[src/rtl/lbcg_pkg.sv]
package lbcg_pkg;

  localparam int PHASE_BITS_DEF     = 16;
  localparam int COS_TABLE_BITS_DEF = 8;

  localparam int NOW_W     = 32;
  localparam int DT_W      = 16;
  localparam int HALF_W    = 15;
  localparam int LEVEL_W   = 8;
  localparam int IVAL_W    = 10;
  localparam int EASE_W    = 16;
  localparam int MAG_W     = 17;
  localparam int CFG_W     = 15;
  localparam int CFG_IDX_W = 3;

  localparam logic [HALF_W-1:0] HALF_MIN = HALF_W'(200);
  localparam logic [HALF_W-1:0] HALF_MAX = HALF_W'(20000);
  localparam logic [LEVEL_W-1:0] LEVEL_TOP = LEVEL_W'(255);

  localparam logic [HALF_W-1:0]  HALF_RST  = HALF_W'(2000);
  localparam logic [LEVEL_W-1:0] LVL_A_RST = LEVEL_W'(0);
  localparam logic [LEVEL_W-1:0] LVL_B_RST = LEVEL_W'(255);
  localparam logic [LEVEL_W-1:0] BASE_RST  = LEVEL_W'(255);
  localparam logic [IVAL_W-1:0]  IVAL_RST  = IVAL_W'(10);

  // Odd sine polynomial coefficients, Q2.30
  localparam logic [63:0] SIN_A = 64'd1686629713;
  localparam logic [63:0] SIN_B = 64'd693598674;
  localparam logic [63:0] SIN_C = 64'd85569306;
  localparam logic [63:0] SIN_D = 64'd5026996;
  localparam logic [63:0] SIN_E = 64'd172272;

  typedef enum logic [CFG_IDX_W-1:0] {
    REG_HALF_PERIOD = 3'd0,
    REG_LEVEL_A     = 3'd1,
    REG_LEVEL_B     = 3'd2,
    REG_BASE_RED    = 3'd3,
    REG_BASE_GREEN  = 3'd4,
    REG_BASE_BLUE   = 3'd5,
    REG_RUN_ENABLE  = 3'd6,
    REG_INTERVAL    = 3'd7
  } cfg_reg_t;

  typedef enum logic [2:0] {
    ST_IDLE,
    ST_EASE,
    ST_SQUARE,
    ST_CUBE,
    ST_SPAN,
    ST_COLOR_GO,
    ST_COLOR,
    ST_FINISH
  } state_t;

  typedef struct packed {
    logic [NOW_W-1:0] now_ms;
  } in_req_t;

  typedef struct packed {
    logic [LEVEL_W-1:0] out_red;
    logic [LEVEL_W-1:0] out_green;
    logic [LEVEL_W-1:0] out_blue;
    logic [LEVEL_W-1:0] level;
  } out_res_t;

  // Quarter-wave sine table entry in Q16, evaluated at elaboration
  function automatic logic [MAG_W-1:0] quarter_sine(input int j, input int ctb);
    logic [63:0] u;
    logic [63:0] u2;
    logic [63:0] t;
    logic [63:0] s;
    u  = 64'(j) << (30 - ctb);
    u2 = (u * u) >> 30;
    t  = SIN_E;
    t  = SIN_D - ((u2 * t) >> 30);
    t  = SIN_C - ((u2 * t) >> 30);
    t  = SIN_B - ((u2 * t) >> 30);
    t  = SIN_A - ((u2 * t) >> 30);
    s  = (u * t) >> 30;
    s  = (s + 64'd8192) >> 14;
    if (s > 64'd65536) s = 64'd65536;
    return s[MAG_W-1:0];
  endfunction

  // floor(p / 255) for p up to 255*255, by reciprocal with correction
  function automatic logic [LEVEL_W-1:0] div255(input logic [2*LEVEL_W-1:0] p);
    logic [2*LEVEL_W:0] s;
    s = {1'b0, p} + {9'd0, p[15:8]} + 17'd1;
    return s[15:8];
  endfunction

endpackage

[src/rtl/lbcg_serial_mul.sv]
module lbcg_serial_mul import lbcg_pkg::*; #(
  parameter int A_W = EASE_W,
  parameter int B_W = EASE_W
) (
  input  logic               clk,
  input  logic               rst_n,
  input  logic               start,
  input  logic [A_W-1:0]     a,
  input  logic [B_W-1:0]     b,
  output logic               busy,
  output logic [A_W+B_W-1:0] prod
);

  localparam int STEPS = B_W / 2;
  localparam int CNT_W = (STEPS > 1) ? $clog2(STEPS) : 1;
  localparam logic [CNT_W-1:0] LAST = CNT_W'(STEPS - 1);

  logic [A_W-1:0]     a_r;
  logic [A_W+B_W-1:0] p_r;
  logic [A_W+B_W-1:0] p_nxt;
  logic [CNT_W-1:0]   cnt_r;
  logic               busy_r;
  logic [A_W+1:0]     part;
  logic [A_W+1:0]     sum;

  // Radix-4 digit taken from the low end of the multiplier
  always_comb begin
    case (p_r[1:0])
      2'd0:    part = '0;
      2'd1:    part = {2'b00, a_r};
      2'd2:    part = {1'b0, a_r, 1'b0};
      default: part = {2'b00, a_r} + {1'b0, a_r, 1'b0};
    endcase
    sum   = {2'b00, p_r[A_W+B_W-1:B_W]} + part;
    p_nxt = {sum, p_r[B_W-1:2]};
  end

  always_ff @(posedge clk) begin
    if (!rst_n) begin
      busy_r <= 1'b0;
      cnt_r  <= '0;
    end else if (start) begin
      busy_r <= 1'b1;
      cnt_r  <= '0;
    end else if (busy_r) begin
      cnt_r <= cnt_r + CNT_W'(1);
      if (cnt_r == LAST) busy_r <= 1'b0;
    end
  end

  always_ff @(posedge clk) begin
    if (start) begin
      a_r <= a;
      p_r <= {{A_W{1'b0}}, b};
    end else if (busy_r) begin
      p_r <= p_nxt;
    end
  end

  assign busy = busy_r;
  assign prod = p_r;

endmodule

[config.mk]
export PLATFORM = sky130hd
export DESIGN_NAME = lbcg_serial_mul
export DESIGN_NICKNAME = d
export VERILOG_FILES = /design/src/rtl/lbcg_pkg.sv /design/src/rtl/lbcg_serial_mul.sv
export SDC_FILE = /design/constraint.sdc
export NUM_CORES = 1
export LEC_CHECK = 0
export BUFFER_PORTS_ARGS = -buffer_cell sky130_fd_sc_hd__buf_2
export CELL_PAD_IN_SITES_DETAIL_PLACEMENT = 2
export CELL_PAD_IN_SITES_GLOBAL_PLACEMENT = 2
export CORE_MARGIN = 2
export CORE_UTILIZATION = 36
export DETAILED_ROUTE_END_ITERATION = 8
export PLACE_DENSITY = 0.92
export SLEW_MARGIN = 0
export SYNTH_ARGS = -nofsm -noshare
export SYNTH_HDL_FRONTEND = slang
export SYNTH_SLANG_ARGS = --single-unit
[constraint.sdc]
create_clock -name clk -period 5.03 [get_ports clk]
set_input_delay 0.7545 -clock clk [delete_from_list [all_inputs] [get_ports clk]]
set_output_delay 0.7545 -clock clk [all_outputs]
set_load 0.005 [all_outputs]
After elaboration in Yosys (flattened, before gate mapping):

Index checks and enable logic that the tools add are counted.

* div/mod/pow operators: 0
* reduce and logical (&&, ||, !) cells: 3
* eq/ne operators: 3
* shifts and indexed selects: 0
* $mul: 0
* magnitude comparators: 0
* bitwise gates (word level): 1
* add/sub/neg operators: 3
* mux-type cells: 6

Operator list (number)
* one-hot mux 18 bit (3 select lines): 1
* 2-to-1 mux 16 bit: 2
* adder 16 x 17 -> 18 bit: 1
* adder 16 x 18 -> 18 bit: 1
* adder 3 x 1 -> 3 bit, second input constant: 1
* == test 3 bit, second input constant: 1
* 2-to-1 mux 1 bit: 3
* == test 2 x 1 -> 1 bit, second input constant: 1
* == test 2 bit, second input constant: 1
* zero test 2 bit: 1
* nonzero test 2 bit: 1
* OR reduction 2 bit: 1
* NOT 1 bit: 1

* memories: 0
* output and inout bits: 33
* flip-flop bits (word level): 52
* bits of input ports: 35
* bits in read-only memories: 0
* latch bits: 0
* word-level logic and storage cells: 21
* bits in writable memories: 0

Depth between registers and ports, before layout:

Gate-level depths: netlist of the first run.

* depth in word-level cells: 5
* gate-level depth with buffers: 19
* depth with buffers taken out: 18

Least setup slack after synthesis of the first run:

No wires, ideal clock.

* kind: flip-flop to flip-flop
* from: reg a_r[1]
* to: reg p_r[31], in the netlist prod[31]
* path slack: 1.073 ns
* arrival: 3.853 ns
* setup time: 0.103 ns
* cell stages (with the launch flop): 19
* buffers on the path: 0
* cell sequence: edfxtp_1 ha_1 inv_1 fa_1 nand2b_1 a21oi_1 nor2_1 xnor2_1 mux2_2 a22o_1 ha_1 nand4_1 o21a_1 and4bb_4 nor4_4 o31ai_2 a21oi_1 o21ai_0 a2111oi_2

* longest elaborated chain between the ends: 3

RTL lines
* from (decl): line lbcg_serial_mul.sv:18 `logic [A_W-1:0] a_r;`
* from (signal assigned): line lbcg_serial_mul.sv:53 `a_r <= a;`
* adder 16 x 17 -> 18 bit: line lbcg_serial_mul.sv:32 `default: part = {2'b00, a_r} + {1'b0, a_r, 1'b0};`
* one-hot mux 18 bit (3 select lines) *: line lbcg_serial_mul.sv:28 `case (p_r[1:0])`
* adder 16 x 18 -> 18 bit *: line lbcg_serial_mul.sv:34 `sum = {2'b00, p_r[A_W+B_W-1:B_W]} + part;`
* to (signal assigned): line lbcg_serial_mul.sv:54 `p_r <= {{A_W{1'b0}}, b};`
* to (signal assigned): line lbcg_serial_mul.sv:56 `p_r <= p_nxt;`
* to (decl): line lbcg_serial_mul.sv:19 `logic [A_W+B_W-1:0] p_r;`

Mark *: on every way between the ends. The rest lies on a longest branch, timed or not.
A chain may end at the register's enable or synchronous reset.

Final worst setup path of the first run:

* from: reg a_r[2]
* to: reg p_r[31], in the netlist prod[31]

Same word-level chain as after synthesis.

==> results of run 1 <==
path summary, 6_finish.rpt:
check / depth (start not counted) / end / startpoint / slack [ns]
worst max register to register: 16 / prod[31] / a_r[2] / 0.34
worst max-delay path: 16 / prod[31] / a_r[2] / 0.34
worst min register to register: 2 / prod[16] / prod[16] / 0.53
worst min-delay path: 2 / prod[16] / prod[16] / 0.53
routing by layer:
layer  wire length, um  vias to the layer above  share of wire
met5                 0                        -              0
met2              5770                       57           0.52
met3               332                       17          0.030
li1                  -                     1507              -
met4               236                        0          0.021
met1              4710                     1573           0.43
cell type report:
class                      count  share of cell area
multi-input combinational    286               0.525
sequential                    52               0.314
timing repair buffer          71              0.0842
tap                          136              0.0392
clock buffer                   5              0.0159
inverter                      18              0.0156
clock inverter                 3             0.00663
cell families (layout without fill, tap and decap cells):
group | Yosys count | after routing | share of synthesized area
simple gates | 90 | 90 | 0.128
fa+ha+maj | 36 | 36 | 0.124
xor+xnor | 23 | 23 | 0.0537
flops | 52 | 52 | 0.363
compound gates | 99 | 99 | 0.190
buf+inv | 31 | 97 | 0.0314
mux | 38 | 38 | 0.110
critical path: stages (launching register included):
cell and delay, ns:
edfxtp_1 0.49, ha_1 0.39, o21ai_0 0.27, o21bai_1 0.13, a31o_1 0.26, a21oi_2 0.27
xnor2_1 0.12, mux2_2 0.27, a22o_1 0.20, ha_1 0.35, or2_2 0.30, a21oi_1 0.41
nor4_4 0.09, o31ai_2 0.26, a21oi_1 0.14, o2111a_1 0.26, a2111oi_2 0.35
flip-flops by register name (all words and copies together) (netlist names):
signal and count:
busy 1, cnt_r 3, a_r 16, prod 32
cell usage in the layout (no fill, tap or decap), types with 3 or more instances in the layout:
cell,count
a211oi_1,6
a21o_1,8
a21oi_1,17
a22o_1,12
and2_1,3
and3_1,3
buf_2,67
buf_4,4
clkbuf_8,5
dfxtp_1,20
edfxtp_1,32
ha_1,34
inv_1,18
mux2_2,23
mux2i_1,14
nand2_1,19
nand2b_1,7
nand4_1,5
nor2_1,28
nor2b_1,5
nor3_1,3
o211ai_1,3
o21a_1,5
o21ai_0,17
o21bai_1,4
o22ai_1,3
or3_1,4
xnor2_1,20
xor2_1,3
power by group:
group	switching (mW)	internal [mW]	total [mW]
Clock	0.166	0.106	0.272
Combinational	0.316	0.258	0.573
Sequential	0.0497	0.505	0.555
Total	0.531	0.868	1.40
Yosys cell counts (9+ instances only):
cell type | number | area (um^2)
nand2_1 | 19 | 71.3
mux2i_1 | 14 | 140
ha_1 | 34 | 425
inv_1 | 18 | 67.6
clkbuf_1 | 9 | 33.8
mux2_2 | 23 | 259
o21ai_0 | 17 | 85.1
xnor2_1 | 20 | 175
nor2_1 | 28 | 105
dfxtp_1 | 20 | 400
a22o_1 | 12 | 105
edfxtp_1 | 32 | 961
a21oi_1 | 18 | 90.1
repair_timing:
item,CTS,global route
gates resized for setup,0,1
setup endpoints to repair,0,1
setup buffers,0,0
endpoints found under the hold margin,0,0
==> impl_metrics.json, run 1 <==
{
  "status": "complete, no violations",
  "drv_slew": 0,
  "hold_viol": 0,
  "drive_gt1_frac": 0.269,
  "track_usage": 0.208,
  "grt-ovfl-total": 0,
  "grt_pass1_wl_um": 18800,
  "vias_per_cell": 5.52,
  "clkTransAtPathRegs_ns": 0.11,
  "power_mw": 1.40,
  "n_antenna_cell": 0,
  "min_period_ns": 4.69,
  "ant_nets": 0,
  "layout.nets": 505,
  "synth_cell_type_count": 58,
  "timing.final.ws_setup_ns": 0.337,
  "rows": 37,
  "use_met1": 0.249,
  "antenna_found_initial": 0,
  "fin_util": 0.424,
  "layoutNonFillerInstCount": 571,
  "leakage_nw": 1.92,
  "post_drt_wl_per_cell_um": 19.3,
  "peakVddDrop_uv": 145,
  "power_density_mw_per_mm2": 323,
  "grt_start_max_net_pins": 33,
  "h-tree-depth": 2,
  "ios": 68,
  "seq_area_mm2": 0.00136,
  "holdWs_ns": 0.533,
  "max_freq_mhz": 213,
  "clock_latency_ns": 0.32,
  "worst_slew_pin_slew_ns": 0.720,
  "placed_cells": 563,
  "slew_headroom": 0.520,
  "cp.arrival_ns": 4.91,
  "tns_ns": 0,
  "cp_data_required_time_ns": 5.24,
  "min_path_type": "register to register",
  "first_global_vias": 3525,
  "start_kind": "register",
  "syn_area_mm2": 0.00375,
  "io_buffers": 67,
  "period_share": 0.933,
  "setup-violations-final": 0,
  "hpwl_um": 8590,
  "synth_warnings": 0,
  "met2_usage": 0.382,
  "crit_path_end_kind": "register",
  "fill_cells": 1116,
  "initial_core_util": 0.367,
  "cts_tree": "done",
  "root_buffer": "clkbuf_8",
  "placed_area_mm2": 0.00424,
  "die_w_um": 106,
  "cts.path.max_buffers": 2,
  "dieArea_mm2": 0.0113,
  "post-route-drc-count": 0,
  "synth_edf_count": 32,
  "avgSynthCellArea_um2": 10.2,
  "dp_slack_ns": 0.425,
  "worst-setup-path-type": "register to register",
  "design_area_mm2": 0.00434,
  "die_y_um": 106,
  "synth_ff_type": "edfxtp_1",
  "finClkSkew_ns": 0.0123,
  "vias": 3154,
  "wirelength_um": 11000,
  "multi_input_area_mm2": 0.00228,
  "dr.first_iter.drc_count": 109,
  "cts.sinks": 52,
  "area_growth_pct": 15.6,
  "drv_cap": 0,
  "syn_nets": 440,
  "grt-busiest-layer": "met2",
  "gp_congestion": 0.821,
  "grt_use_met3": 0.0362,
  "syn_inst": 369,
  "rsz0062_at_grt": "no",
  "core-area_mm2": 0.0102,
  "cts_hold_repair.buffers": 0,
  "first_pass_iters": 4,
  "synth_seq_cells": 52,
  "synthArstFlopShare": 0,
  "synth_seq_area_share": 0.363,
  "numCtsBuffers": 5,
  "cp_max_fo": 5
}
Power figures use the tool's default switching activity.
==> inputs of run 2 (changes only) <==
Settings changed: CORE_UTILIZATION 36 to 25, PLACE_DENSITY 0.92 to 0.71, SETUP_SLACK_MARGIN from default to 0.4.
==> impl_metrics.json, run 2 (synthesized netlist as in run 1, its figures left out) <==
{
  "status": "complete, no violations",
  "start_kind": "register",
  "cp.arrival_ns": 4.51,
  "period_share": 0.855,
  "core-area_mm2": 0.0146,
  "cts_tree": "done",
  "clkTransAtPathRegs_ns": 0.07,
  "first_global_vias": 3246,
  "numCtsBuffers": 5,
  "cp_max_fo": 6,
  "h-tree-depth": 2,
  "peakVddDrop_uv": 161,
  "grt_pass1_wl_um": 16800,
  "slew_headroom": 0.503,
  "finClkSkew_ns": 0.00533,
  "post-route-drc-count": 0,
  "root_buffer": "clkbuf_16",
  "layout.nets": 506,
  "die_w_um": 126,
  "crit_path_max_incr_delay_ns": 0.42,
  "gp_congestion": 0.834,
  "design_area_mm2": 0.00448,
  "placed_cells": 611,
  "initial_core_util": 0.257,
  "seq_area_mm2": 0.00136,
  "fill_cells": 1565,
  "vias_per_cell": 4.85,
  "dr.first_iter.drc_count": 125,
  "fin_util": 0.307,
  "area_growth_pct": 19.5,
  "track_usage": 0.129,
  "io_buffers": 67,
  "setup-violations-final": 0,
  "final_cell_mix": "buf_2, ha_1, edfxtp_1",
  "drive_gt1_frac": 0.282,
  "vias": 3009,
  "final_common_cell": "buf_2",
  "cp_data_required_time_ns": 5.24,
  "rsz0062_at_grt": "no",
  "hold_viol": 0,
  "post_drt_wl_per_cell_um": 16.5,
  "drv_slew": 0,
  "cp_cell_sequence": "ha_2 -> inv_1 -> fa_1 -> nand2b_1 -> a21oi_2 -> nor2_1 -> xnor2_1 -> mux2_2 -> a22o_1 -> ha_2 -> nand4_1 -> o21a_1 -> and4bb_4 -> nor4_4 -> o31ai_2 -> a21oi_2 -> o21ai_0 -> a2111oi_2",
  "dieArea_mm2": 0.0160,
  "worst-setup-path-type": "register to register",
  "tns_ns": 0,
  "n_antenna_cell": 0,
  "clock_latency_ns": 0.30,
  "max_freq_mhz": 232,
  "placed_area_mm2": 0.00430,
  "cts.sinks": 52,
  "worst_slew_pin_slew_ns": 0.746,
  "power_density_mw_per_mm2": 329,
  "ios": 68,
  "min_period_ns": 4.30,
  "rows": 44,
  "leakage_nw": 1.94,
  "drv_cap": 0,
  "grt_start_max_net_pins": 33,
  "antenna_found_initial": 0,
  "grt-ovfl-total": 0,
  "crit_path_end_kind": "register",
  "first_pass_iters": 4,
  "largest_register_ffs": 32,
  "cts.path.max_buffers": 2,
  "hpwl_um": 8040,
  "multi_input_area_mm2": 0.00230,
  "wirelength_um": 10200,
  "die_y_um": 126,
  "reg2reg_slack_ns": 0.73,
  "ant_nets": 0,
  "critPathSlowestCell": "edfxtp_1",
  "layoutNonFillerInstCount": 620,
  "min_path_type": "register to register"
}
run 2: cell count changes in the layout (fill, tap and decap cells not counted), sizes merged:
cell	change
inv	-2
clkinvlp	+1
clkinv	+1
buf	+1
run 2: layer usage:
layer  routed length [um]  up-vias  GRT usage
met5                    0        -          0
met4                  112        0     0.0356
met3                  309        5     0.0299
met2                 4910       37      0.215
met1                 4900     1462      0.169
li1                     -     1505          -
run 2: metrics by stage:
step	setup WS, ns	hold WS, ns	power (mW)
finish	0.727	0.522	1.47
global route	0.393	0.559	1.59
CTS	0.539	0.529	1.49
detailed placement	0.577	0.515	1.12
global placement	0.716	0.481	1.09
floorplan	1.07	0.465	0.948
run 2: worst max-delay path, delay by kind of cell, from the launching register on:
family,cells,cell delay (ns)
muxes,1,0.26
xor gates and xnor gates,1,0.12
adders and majority gates,3,1.03
buffers and inverters,1,0.06
DFF,1,0.42
and+or+nand+nor,5,0.97
AOI/OAI and AO/OA,7,1.35
run 2: worst paths after layout:
kind	cells past startpoint	endpoint	startpoint
worst min-delay path	2	prod[16]	prod[16]
worst max register to register	18	prod[31]	a_r[1]
worst min register to register	2	prod[16]	prod[16]
worst max-delay path	18	prod[31]	a_r[1]
run 2: layout make-up:
type,count,area share
Inverter,18,0.0151
Timing Repair Buffer,72,0.0831
Clock buffer,5,0.0279
Tap cell,184,0.0513
Sequential cell,52,0.304
Multi-Input combinational cell,286,0.513
Clock inverter,3,0.00614
run 2: power by group:
| group | internal (mW) | total [mW] | switching [mW] |
|---|---|---|---|
| clock | 0.189 | 0.363 | 0.174 |
| sequential | 0.505 | 0.555 | 0.0499 |
| combinational | 0.260 | 0.555 | 0.296 |
| total | 0.954 | 1.47 | 0.519 |
run 2: repair_timing:
item,CTS,global route
resized for setup,0,7
hold buffers,0,0
setup endpoints to repair,0,2
buffers inserted,0,1
