**config.mk**
```make
export PLATFORM = sky130hd
export DESIGN_NAME = lbcg_serial_div
export DESIGN_NICKNAME = d
export VERILOG_FILES = /design/src/rtl/lbcg_pkg.sv /design/src/rtl/lbcg_serial_div.sv
export SDC_FILE = /design/constraint.sdc
export NUM_CORES = 1
export LEC_CHECK = 0
export BUFFER_PORTS_ARGS = -buffer_cell sky130_fd_sc_hd__buf_4
export CAP_MARGIN = 15
export CORE_MARGIN = 5
export CORE_UTILIZATION = 30
export CTS_CLUSTER_SIZE = 14
export DETAILED_ROUTE_END_ITERATION = 10
export GPL_ROUTABILITY_DRIVEN = 0
export PLACE_DENSITY = 0.5
export SETUP_SLACK_MARGIN = 0.05
export SLEW_MARGIN = 0
export SYNTH_ARGS = -nofsm -noshare
export SYNTH_HDL_FRONTEND = slang
export SYNTH_SLANG_ARGS = --single-unit
```
**constraint.sdc**
```tcl
create_clock -name clk -period 2.2 [get_ports clk]
set_clock_uncertainty 0.05 [all_clocks]
set_input_delay 0.22 -clock clk [delete_from_list [all_inputs] [get_ports clk]]
set_output_delay 0.22 -clock clk [all_outputs]
set_load 0.02 [all_outputs]
```
**src/rtl/lbcg_pkg.sv**
```systemverilog
package lbcg_pkg;

  localparam int PHASE_BITS_DEF     = 16;
  localparam int COS_TABLE_BITS_DEF = 8;

  localparam int NOW_W     = 32;
  localparam int DT_W      = 16;
  localparam int HALF_W    = 15;
  localparam int LEVEL_W   = 8;
  localparam int IVAL_W    = 10;
  localparam int EASE_W    = 16;
  localparam int MAG_W     = 17;
  localparam int CFG_W     = 15;
  localparam int CFG_IDX_W = 3;

  localparam logic [HALF_W-1:0] HALF_MIN = HALF_W'(200);
  localparam logic [HALF_W-1:0] HALF_MAX = HALF_W'(20000);
  localparam logic [LEVEL_W-1:0] LEVEL_TOP = LEVEL_W'(255);

  localparam logic [HALF_W-1:0]  HALF_RST  = HALF_W'(2000);
  localparam logic [LEVEL_W-1:0] LVL_A_RST = LEVEL_W'(0);
  localparam logic [LEVEL_W-1:0] LVL_B_RST = LEVEL_W'(255);
  localparam logic [LEVEL_W-1:0] BASE_RST  = LEVEL_W'(255);
  localparam logic [IVAL_W-1:0]  IVAL_RST  = IVAL_W'(10);

  // Odd sine polynomial coefficients, Q2.30
  localparam logic [63:0] SIN_A = 64'd1686629713;
  localparam logic [63:0] SIN_B = 64'd693598674;
  localparam logic [63:0] SIN_C = 64'd85569306;
  localparam logic [63:0] SIN_D = 64'd5026996;
  localparam logic [63:0] SIN_E = 64'd172272;

  typedef enum logic [CFG_IDX_W-1:0] {
    REG_HALF_PERIOD = 3'd0,
    REG_LEVEL_A     = 3'd1,
    REG_LEVEL_B     = 3'd2,
    REG_BASE_RED    = 3'd3,
    REG_BASE_GREEN  = 3'd4,
    REG_BASE_BLUE   = 3'd5,
    REG_RUN_ENABLE  = 3'd6,
    REG_INTERVAL    = 3'd7
  } cfg_reg_t;

  typedef enum logic [2:0] {
    ST_IDLE,
    ST_EASE,
    ST_SQUARE,
    ST_CUBE,
    ST_SPAN,
    ST_COLOR_GO,
    ST_COLOR,
    ST_FINISH
  } state_t;

  typedef struct packed {
    logic [NOW_W-1:0] now_ms;
  } in_req_t;

  typedef struct packed {
    logic [LEVEL_W-1:0] out_red;
    logic [LEVEL_W-1:0] out_green;
    logic [LEVEL_W-1:0] out_blue;
    logic [LEVEL_W-1:0] level;
  } out_res_t;

  // Quarter-wave sine table entry in Q16, evaluated at elaboration
  function automatic logic [MAG_W-1:0] quarter_sine(input int j, input int ctb);
    logic [63:0] u;
    logic [63:0] u2;
    logic [63:0] t;
    logic [63:0] s;
    u  = 64'(j) << (30 - ctb);
    u2 = (u * u) >> 30;
    t  = SIN_E;
    t  = SIN_D - ((u2 * t) >> 30);
    t  = SIN_C - ((u2 * t) >> 30);
    t  = SIN_B - ((u2 * t) >> 30);
    t  = SIN_A - ((u2 * t) >> 30);
    s  = (u * t) >> 30;
    s  = (s + 64'd8192) >> 14;
    if (s > 64'd65536) s = 64'd65536;
    return s[MAG_W-1:0];
  endfunction

  // floor(p / 255) for p up to 255*255, by reciprocal with correction
  function automatic logic [LEVEL_W-1:0] div255(input logic [2*LEVEL_W-1:0] p);
    logic [2*LEVEL_W:0] s;
    s = {1'b0, p} + {9'd0, p[15:8]} + 17'd1;
    return s[15:8];
  endfunction

endpackage

```
**src/rtl/lbcg_serial_div.sv**
```systemverilog
module lbcg_serial_div import lbcg_pkg::*; #(
  parameter int PHASE_BITS = PHASE_BITS_DEF
) (
  input  logic                  clk,
  input  logic                  rst_n,
  input  logic                  start,
  input  logic [DT_W-1:0]       dt,
  input  logic [HALF_W-1:0]     divisor,
  output logic                  busy,
  output logic [PHASE_BITS-1:0] quo
);

  localparam int DV_W  = DT_W + PHASE_BITS - 1;
  localparam int CNT_W = $clog2(DV_W);
  localparam logic [CNT_W-1:0] LAST = CNT_W'(DV_W - 1);

  logic [DV_W-1:0]       num_r;
  logic [HALF_W-1:0]     div_r;
  logic [HALF_W-1:0]     rem_r;
  logic [PHASE_BITS-1:0] q_r;
  logic [CNT_W-1:0]      cnt_r;
  logic                  busy_r;
  logic [HALF_W:0]       trial;
  logic [HALF_W+1:0]     diff;
  logic                  fits;

  // One restoring step per cycle; only the low quotient bits are kept
  always_comb begin
    trial = {rem_r, num_r[DV_W-1]};
    diff  = {1'b0, trial} - {2'b00, div_r};
    fits  = !diff[HALF_W+1];
  end

  always_ff @(posedge clk) begin
    if (!rst_n) begin
      busy_r <= 1'b0;
      cnt_r  <= '0;
    end else if (start) begin
      busy_r <= 1'b1;
      cnt_r  <= '0;
    end else if (busy_r) begin
      cnt_r <= cnt_r + CNT_W'(1);
      if (cnt_r == LAST) busy_r <= 1'b0;
    end
  end

  always_ff @(posedge clk) begin
    if (start) begin
      num_r <= {dt, {(PHASE_BITS-1){1'b0}}};
      div_r <= divisor;
      rem_r <= '0;
      q_r   <= '0;
    end else if (busy_r) begin
      num_r <= {num_r[DV_W-2:0], 1'b0};
      rem_r <= fits ? diff[HALF_W-1:0] : trial[HALF_W-1:0];
      q_r   <= {q_r[PHASE_BITS-2:0], fits};
    end
  end

  assign busy = busy_r;
  assign quo  = q_r;

endmodule

```
Word level (Yosys, flattened, before mapping). Index checks and enable logic that the tools add are counted.

Register bits after elaboration: 68. Bits of input ports: 34. Output and inout bits: 17. Word-level logic and storage cells: 19.

Add/sub/neg operators: 2. Eq/ne operators: 1. Mux-type cells: 6. Bitwise logic cells: 1. Reduce and logical (&&, ||, !) cells: 3.

Operator list (count): 2-to-1 mux 31 bit (2); subtractor 16 x 15 -> 17 bit (1); 2-to-1 mux 15 bit (1); adder 5 x 1 -> 5 bit (second input constant) (1); == test 5 bit (second input constant) (1); 2-to-1 mux 1 bit (3); nonzero test 2 bit (1); OR reduction 2 bit (1); logical NOT 1 bit (1); inverter 1 bit (1).

Depth between registers and ports, before layout. Gate-level depths: netlist of run 1.

Word-level depth: 4. Gate-level depth with buffers: 11. Depth with buffers taken out: 10.

Worst setup path before layout of run 1. OpenSTA, ideal clock, no wires.

Kind: reg-to-reg. Start: reg num_r[30]. End: reg rem_r[14]. Library setup time: 0.086 ns. Data arrival time: 2.096 ns. Required time: 2.064 ns. Setup slack: -0.031 ns. Cell stages (with the launch flop): 11. Buffers on the path: 0. Clock period less this slack: 2.231 ns. Cell sequence: edfxtp_1 > inv_1 > ha_1 > fa_1 > nand2b_1 > a21oi_2 > nor2_1 > o311ai_1 > xor2_1 > mux2i_1 > a211oi_1.

Cells in the longest elaborated chain, start to end: 2.

Ends and longest elaborated chain: start, declared (RTL line lbcg_serial_div.sv:17) `logic [DV_W-1:0] num_r;`; start signal, assigned (RTL line lbcg_serial_div.sv:49) `num_r <= {dt, {(PHASE_BITS-1){1'b0}}};`; start signal, assigned (RTL line lbcg_serial_div.sv:54) `num_r <= {num_r[DV_W-2:0], 1'b0};`; subtractor 16 x 15 -> 17 bit (RTL line lbcg_serial_div.sv:30) `diff = {1'b0, trial} - {2'b00, div_r};`; 2-to-1 mux 15 bit (RTL line lbcg_serial_div.sv:55) `rem_r <= fits ? diff[HALF_W-1:0] : trial[HALF_W-1:0];`; end signal, assigned (RTL line lbcg_serial_div.sv:55); end, declared (RTL line lbcg_serial_div.sv:19) `logic [HALF_W-1:0] rem_r;`.

Every way passes these cells. A chain may end at the register's enable or synchronous reset.

Worst setup path after layout of run 1.
Start: reg num_r[30]. End: reg rem_r[13].

The elaborated chain is that of the path after synthesis.

==> results of run 1 <==
## area by class of cell
class / instances / area (µm²) / share of cell area (%)
clock inverters: 4 / 50.0 / 1.09
clock buffers: 12 / 236 / 5.17
well taps: 143 / 179 / 3.91
flip-flops and latches: 68 / 1670 / 36.6
inverters: 21 / 78.8 / 1.72
multi-input cells: 211 / 1690 / 37.0
repair buffers: 82 / 664 / 14.5
## logic make-up (layout without fill, tap and decap cells)
kind of cell	count (synthesis)	in the layout	share of synthesized area (%)
AO/OA/AOI/OAI	61	61	13.4
XOR/XNOR	16	16	4.09
adder cells (fa/ha/maj)	18	18	6.79
buffers and inverters	37	119	5.22
flip-flops	68	68	48.7
multiplexers	37	37	11.3
AND/OR/NAND/NOR	79	79	10.5
## final timing paths
| kind | to | slack, ns | cells past startpoint |
|---|---|---|---|
| worst min-delay path | div_r[0] | 0.02 | 1 |
| worst max-delay path | rem_r[13] | -0.04 | 10 |
| worst max register to register | rem_r[13] | -0.04 | 10 |
| worst min register to register | quo[15] | 0.45 | 2 |
## stage by stage
step                setup slack (ns)  instances
floorplan                     0.0741        316
global placement             -0.0929        515
detailed placement            -0.137        515
CTS                          -0.0335        539
global route                  -0.162        541
finish                       -0.0371        541
## power groups by stage
| stage | Combinational [mW] | Clock (mW) | Sequential, mW |
|---|---|---|---|
| final | 0.789 | 1.40 | 1.46 |
| after global routing | 0.873 | 1.52 | 1.47 |
| after CTS | 0.782 | 1.46 | 1.46 |
| after detailed placement | 0.705 | 0 | 1.49 |
| after global placement | 0.700 | 0 | 1.48 |
| after floorplan | 0.489 | 0 | 1.48 |
## synthesized netlist by cell type, types with 4 or more instances
cell	instances	share of area [%]
edfxtp_1	31	27
xnor2_1	7	1.8
mux2i_1	22	6.4
clkbuf_1	6	0.66
ha_1	17	6.2
a21oi_1	15	2.2
xor2_1	9	2.3
nand2_1	9	0.98
mux2_2	15	4.9
nor2_1	48	5.3
a21o_1	5	1.1
nor2b_1	4	0.73
dfxtp_1	37	22
inv_1	21	2.3
a211oi_1	13	2.8
buf_6	4	1.3
## timing repair
| item | CTS | global route |
|---|---|---|
| pin swaps | 23 | 3 |
| cloned | 1 | 0 |
| endpoints found under the hold margin | 3 | 2 |
| gates resized for setup | 15 | 7 |
| buffers inserted | 4 | 0 |
| endpoints found under the setup margin | 15 | 16 |
| hold buffers | 3 | 2 |
## layer usage
metal / wire length, µm / share of wire (%) / up-vias
li1: - / - / 1278
met1: 3350 / 47 / 1146
met2: 3300 / 46 / 39
met3: 381 / 5.3 / 12
met4: 110 / 1.5 / 0
met5: 0 / 0 / -
## state kept, by name, indices dropped and copies added (netlist names)
signal  count
num_r      16
rem_r      15
quo        16
div_r      15
cnt_r       5
busy        1
## critical path, delay by kind of cell (launching register included)
kind	cells	cell delay [ns]
AND/OR/NAND/NOR	2	0.26
buffers and inverters	2	0.22
flip-flops	1	0.34
AO/OA/AOI/OAI	4	0.75
adder cells (fa/ha/maj)	2	0.55
==> run summary, run 1 <==
P_leak = 1.95 nW
Worst Path Required = 2.41 ns
Iteration-0 DRC Markers = 122
Max-slew violations = 0
Commonest non-fill, non-tap cell in the layout = buf_4
Num CTS Buffers = 9
Clock Tree Buf Depth = 2
Clock root buffer = clkbuf_16
Crit path largest cell delay = 0.36 ns
Core Area = 11300 µm²
Pwr/cell area = 799 nW/µm²
Share of post-route cells with drive strength above 1 = 34.2%
Via count = 2475
Synth Flop Type = dfxtp_1
Initial antenna violation count = 0
Initial Util = 30.3%
Power Total = 3.66 mW
Avg WL per Cell = 13.2 µm
EDFF count, synth = 31
Fillcell total = 1147
Horiz. Die Dim = 117 µm
Clock share of power = 38.4%
Crit path kind = reg2reg
First-pass iteration count of the detailed router = 4
RSZ-0062 raised after global routing = true
TritonCTS Sinks = 68
Grt ovf = 0
All-Layer GR Usage = 11.3%
Row cnt = 39
Die area = 13700 µm²
Commonest cells after routing, fill and taps aside = buf_4 (74), nor2_1 (45), dfxtp_1 (36), edfxtp_1 (31), mux2i_1 (22)
Final setup viols = 2
CTS tree = yes
Max-Slew Margin vs Limit = 71.9%
Antenna diodes = 0
Net Sw Power = 0.956 mW
M1 GR Usage = 14.3%
CP Launch Type = flip-flop
Remaining antenna violation count after routing = 0
DP HPWL = 4.94 mm
YS warnings = 0
Status = complete, but fails checks
Met2 Resource Use GR = 17.5%
Reg-to-Reg Start = num_r[30]
Fraction of registers with async set/reset = 0%
Sw Share = 26.1%
Crit path time final = 2.24 ns
Number of global-route vias before repair = 2556
Final Cell Area = 4580 µm²
First-pass GRT wire length = 12.1 mm
Final nets = 445
Slowest CP cell = fa_2
Synth Cell Area = 3430 µm²
Setup TNS = -0.0498 ns
Hold Crit Class = in2reg
Clock Latency Late Sink = 0.33 ns
Worst Setup Slack, final = -0.0371 ns
Final period util = 102%
IO Pins = 51
Register area share after synthesis = 48.7%
IO Port Bufs = 50
Critical Path End Type = flip-flop
Worst-path clk slew = 0.06 ns
Yosys cell types = 52
DRC violations left = 0
M3 GR Usage = 4.42%
Internal Dissipation = 2.70 mW
Die Y = 117 µm
Total of max-cap violations = 0
Final Core Density = 40.4%
Slew at the pin closest to its max-slew limit = 0.422 ns
Routed WL = 7.14 mm
Worst setup path startpoint = num_r[30]
Worst hold start = divisor[0]
P&R area growth vs syn = 33.4%
Worst hold slack = 0.0150 ns
Largest net degree at the start of global routing = 34
Cells along the critical path = inv_1, ha_2, fa_2, nand2b_4, a21oi_4, o21ba_4, o21ai_4, buf_12, o311a_1, nor3_2
Failing checks = setup timing
Sequential power share = 40.0%
CP Max Fanout = 8
Gate Count Post-Synth = 316
Final Hold Vio Count = 0
Post-synthesis register bit count = 68
GRT Max-Usage Layer = met2
Htree depth = 3
Comb power frac = 21.6%
Max Fclk = 447 MHz
Area after DPL = 4080 µm²
VDD IR-drop max = 0.405 mV
Post-Syn Area per Cell = 10.9 µm²
Critical Path AT = 2.45 ns
Synth Net Count = 368
Detailed-route vias per instance = 4.57
No activity file was read; power rests on OpenSTA's default activity.
==> run 2, diff against run 1 <==
Settings changed: MAX_ROUTING_LAYER set to met4.
==> run 2 against run 1 <==
Compared with the run above: the flow still finishes with violations (setup timing); utilization is the same; clock power about the same; total power hardly changed; combinational power barely moved; sequential cell count is the same; worst hold slack hardly changed; critical endpoint unchanged; largest cell class unchanged.
==> run summary, run 2 (synthesis gave the netlist of run 1 again) <==
Final Core Density = 40.4%
Crit path time final = 2.24 ns
Comb power frac = 21.6%
Failing checks = setup timing
Worst Path Required = 2.41 ns
Htree depth = 3
Sw Share = 26.1%
Final setup viols = 2
P_leak = 1.95 nW
IO Port Bufs = 50
Slowest CP cell = fa_2
Die area = 13700 µm²
Crit path largest cell delay = 0.36 ns
Initial antenna violation count = 0
Hold Crit Class = in2reg
Iteration-0 DRC Markers = 122
Critical Path End Type = flip-flop
Critical Path AT = 2.45 ns
Row cnt = 39
Area after DPL = 4080 µm²
First-pass iteration count of the detailed router = 4
Slew at the pin closest to its max-slew limit = 0.422 ns
CP Launch Type = flip-flop
Cells along the critical path = inv_1, ha_2, fa_2, nand2b_4, a21oi_4, o21ba_4, o21ai_4, buf_12, o311a_1, nor3_2
Setup TNS = -0.0498 ns
Share of post-route cells with drive strength above 1 = 34.2%
Final period util = 102%
Delay-heaviest family, CP = compound AO/OA/AOI/OAI gates
DR top layer = met4
Num CTS Buffers = 9
Max-Slew Margin vs Limit = 71.9%
Worst Setup Slack, final = -0.0371 ns
Pwr/cell area = 799 nW/µm²
Power Total = 3.66 mW
P&R area growth vs syn = 33.4%
Largest net degree at the start of global routing = 34
Grt ovf = 0
First-pass GRT wire length = 12.1 mm
Sequential power share = 40.0%
RSZ-0062 raised after global routing = true
Critical path buffers and inverters = 2
Antenna diodes = 0
Core Area = 11300 µm²
All-Layer GR Usage = 11.7%
CTS tree = yes
Detailed-route vias per instance = 4.57
CP Max Fanout = 8
DRC violations left = 0
Crit path kind = reg2reg
Remaining antenna violation count after routing = 0
Met3 WL = 298 µm
Metal-1 WL = 3.44 mm
Commonest cells after routing, fill and taps aside = buf_4 (74), nor2_1 (45), dfxtp_1 (36), edfxtp_1 (31), mux2i_1 (22)
Internal Dissipation = 2.70 mW
Die Y = 117 µm
Worst-path clk slew = 0.06 ns
Clock Latency Late Sink = 0.33 ns
IO Pins = 51
DP HPWL = 4.94 mm
Routed WL = 7.15 mm
Clock share of power = 38.4%
Clock Tree Buf Depth = 2
Final Cell Area = 4580 µm²
Total of max-cap violations = 0
Max Fclk = 447 MHz
Avg WL per Cell = 13.2 µm
Via count = 2474
Number of global-route vias before repair = 2555
Clock root buffer = clkbuf_16
TritonCTS Sinks = 68
Final nets = 445
Initial Util = 30.3%
Horiz. Die Dim = 117 µm
VDD IR-drop max = 0.406 mV
Max-slew violations = 0
Status = complete, but fails checks
Commonest non-fill, non-tap cell in the layout = buf_4
Final Hold Vio Count = 0
Met2 Routed Length = 3.30 mm
Net Sw Power = 0.956 mW
==> run 2: worst paths after layout <==
| kind | start | end | slack (ns) | depth (start not counted) |
|---|---|---|---|---|
| worst max register to register | num_r[30] | rem_r[13] | -0.04 | 10 |
| worst max-delay path | num_r[30] | rem_r[13] | -0.04 | 10 |
| worst min-delay path | divisor[0] | div_r[0] | 0.01 | 1 |
| worst min register to register | quo[15] | quo[15] | 0.45 | 2 |
==> run 2: power by group through the flow <==
| stage | clock, mW | sequential [mW] | combinational [mW] |
|---|---|---|---|
| after CTS | 1.46 | 1.46 | 0.782 |
| after global routing | 1.52 | 1.47 | 0.873 |
| after detailed placement | 0 | 1.49 | 0.705 |
| after floorplan | 0 | 1.48 | 0.489 |
| after global placement | 0 | 1.48 | 0.700 |
| final | 1.40 | 1.46 | 0.789 |
==> run 2: per-layer routing <==
layer	global-route usage [%]	up-vias
met5	-	-
met4	4.36	0
met3	3.86	12
met2	17.5	39
met1	14.6	1145
li1	-	1278
==> run 2: per-stage QoR <==
stage | setup slack (ns) | cells | hold slack [ns]
floorplan | 0.0741 | 316 | 0.269
global placement | -0.0929 | 515 | 0.349
detailed placement | -0.137 | 515 | 0.350
CTS | -0.0335 | 539 | 0.000578
global route | -0.162 | 541 | 0.00111
finish | -0.0371 | 541 | 0.0150
==> run 2: cell type report <==
type                    instances  area, µm²
fillers                      1147       6750
multi-input cells             211       1690
flip-flops and latches         68       1670
repair buffers                 82        664
clock buffers                  12        236
well taps                     143        179
inverters                      21       78.8
clock inverters                 4       50.0
==> run 2: repair_timing <==
item / in CTS / in global routing
gates resized for setup: 15 / 7
endpoints found under the hold margin: 3 / 2
gates cloned: 1 / 0
hold buffers: 3 / 2
pin swaps: 23 / 3
setup buffers: 4 / 0
setup endpoints to repair: 15 / 16
==> run 2: worst reg2reg max path: stages (launching register included) <==
cell and delay [ns]:
edfxtp_1 0.34, inv_1 0.05, ha_2 0.19, fa_2 0.36, nand2b_4 0.16, a21oi_4 0.16
o21ba_4 0.17, o21ai_4 0.09, buf_12 0.17, o311a_1 0.33, nor3_2 0.10
==> run 3, diff against run 2 <==
Settings changed: CORE_ASPECT_RATIO set to 0.75, REMOVE_ABC_BUFFERS set to 1.
==> run 3 against run 2 <==
Compared with the run above: the flow still finishes with violations (setup timing); sequential share of layout area fell by 1.0 points; fmax up 0.24%; combinational power up 0.5%; first-iteration DRC count decreased by 9.0%; register-to-register slack is essentially flat; die area increased by 0.16%; utilization increased by 2.1 points; total power rose by 5.6%; critical path depth up 1; via count shrank 0.32%; critical endpoint is now rem_r[5].
==> run summary, run 3 (synthesis gave the netlist of run 1 again) <==
DP HPWL = 5.08 mm
Worst Path Required = 2.40 ns
Worst setup path startpoint = num_r[30]
Remaining antenna violation count after routing = 0
Grt ovf = 0
Commonest cells after routing, fill and taps aside = buf_4 (72), nor2_1 (43), dfxtp_1 (36), edfxtp_1 (31), mux2i_1 (22)
Critical Path AT = 2.43 ns
Reg-to-Reg Start = num_r[30]
Sequential power share = 38.0%
Htree depth = 3
Num CTS Buffers = 9
IO Pins = 51
Avg WL per Cell = 13.3 µm
CP Max Fanout = 9
IO Port Bufs = 50
RSZ-0062 raised after global routing = true
Final Hold Vio Count = 0
R2r setup slk = -0.03 ns
First-pass iteration count of the detailed router = 4
Pre-CTS setup slack = -0.199 ns
Clock Tree Buf Depth = 2
Antenna diodes = 0
Final period util = 101%
Finished Layout Cells = 543
First-pass GRT wire length = 12.4 mm
Reg area = 1670 µm²
CTS tree = yes
Detailed-route vias per instance = 4.54
Number of global-route vias before repair = 2539
Max Fclk = 448 MHz
Comb power frac = 20.5%
Placed cell count = 511
Total of max-cap violations = 0
Area of the multi-input gates = 1730 µm²
CP Launch Type = flip-flop
Max-slew violations = 0
Via count = 2466
Critical Path End Type = flip-flop
P&R area growth vs syn = 37.3%
P_leak = 2.00 nW
Net Sw Power = 1.01 mW
Core Area = 11100 µm²
Final nets = 450
Sw Share = 26.1%
Die area = 13700 µm²
Worst hold start = divisor[1]
Clock Latency Late Sink = 0.34 ns
Hold Crit Class = in2reg
Worst-path clk slew = 0.06 ns
Slew at the pin closest to its max-slew limit = 0.403 ns
Iteration-0 DRC Markers = 111
Clock root buffer = clkbuf_16
Die Y = 103 µm
Critical Path Sink = rem_r[5]
Worst Setup Slack, final = -0.0318 ns
Routed WL = 7.23 mm
Initial antenna violation count = 0
All-Layer GR Usage = 11.8%
Status = complete, but fails checks
Final Core Density = 42.6%
Worst hold slack = 0.0135 ns
Power Total = 3.86 mW
Share of post-route cells with drive strength above 1 = 35.0%
TritonCTS Sinks = 68
Internal Dissipation = 2.85 mW
Row cnt = 33
Max-Slew Margin vs Limit = 73.2%
Reg2reg end = rem_r[5]
Fillcell total = 1055
Clock share of power = 41.4%
Horiz. Die Dim = 133 µm
Commonest non-fill, non-tap cell in the layout = buf_4
Pwr/cell area = 820 nW/µm²
VDD IR-drop max = 0.530 mV
DRC violations left = 0
Crit path kind = reg2reg
R2r worst-path depth = 11
Initial Util = 31.0%
Final setup viols = 6
Failing checks = setup timing
Crit path time final = 2.23 ns
Largest net degree at the start of global routing = 41
## run 3: changes by cell type in the layout (fill, tap and decap cells not counted), sizes merged
cell         change
clkbuf           -1
dlygate4sd3      +7
buf              -2
inv              +2
clkinvlp         -1
## run 3: power by group through the flow
stage / Sequential (mW) / Combinational, mW / Clock, mW
after floorplan: 1.49 / 0.429 / 0
after global placement: 1.49 / 0.692 / 0
after detailed placement: 1.49 / 0.697 / 0
after CTS: 1.47 / 0.783 / 1.65
after global routing: 1.48 / 0.884 / 1.71
final: 1.47 / 0.793 / 1.60
## run 3: worst min path at each step
stage	end	depth (start not counted)
after detailed placement	div_r[13]	1
after CTS	div_r[3]	1
after global placement	div_r[11]	1
after global routing	div_r[1]	1
final	div_r[1]	1
after floorplan	rem_r[11]	1
## run 3: what timing repair did
item | 4_1_cts | 5_1_grt
endpoints found under the hold margin | 10 | 2
resized for setup | 21 | 5
pin swaps | 22 | 7
hold buffers | 10 | 2
buffers inserted | 3 | 1
endpoints found under the setup margin | 16 | 16
gates cloned | 0 | 0
## run 3: stage by stage
| step | TNS (ns) | cell area, µm² |
|---|---|---|
| global placement | -1.56 | 4080 |
| finish | -0.117 | 4710 |
| detailed placement | -2.60 | 4080 |
| floorplan | -3.19 | 3330 |
| global route | -2.07 | 4710 |
| CTS | -0.218 | 4660 |
## run 3: layer usage
layer  share of wire [%]  track usage (%)
met3                 3.6             3.95
met2                  41             16.8
met1                  53             15.8
met4                 1.5             4.03
met5                   0                -
## run 3: cell type report
class	instances	share of cell area (%)
multi-input combinational	211	36.6
sequential	68	35.5
timing repair buffer	87	15.3
clock buffer	11	5.84
tap	140	3.72
inverter	21	1.67
clock inverter	5	1.30
## run 3: worst max-delay path: stages (launching register included)
cell and delay (ns):
edfxtp_1 0.35, inv_1 0.05, ha_2 0.19, fa_2 0.37, nand2b_4 0.17, a21oi_4 0.19
o21ba_4 0.17, o21ai_4 0.10, buf_12 0.17, nor2_1 0.10, a21oi_1 0.05, a211oi_1 0.21
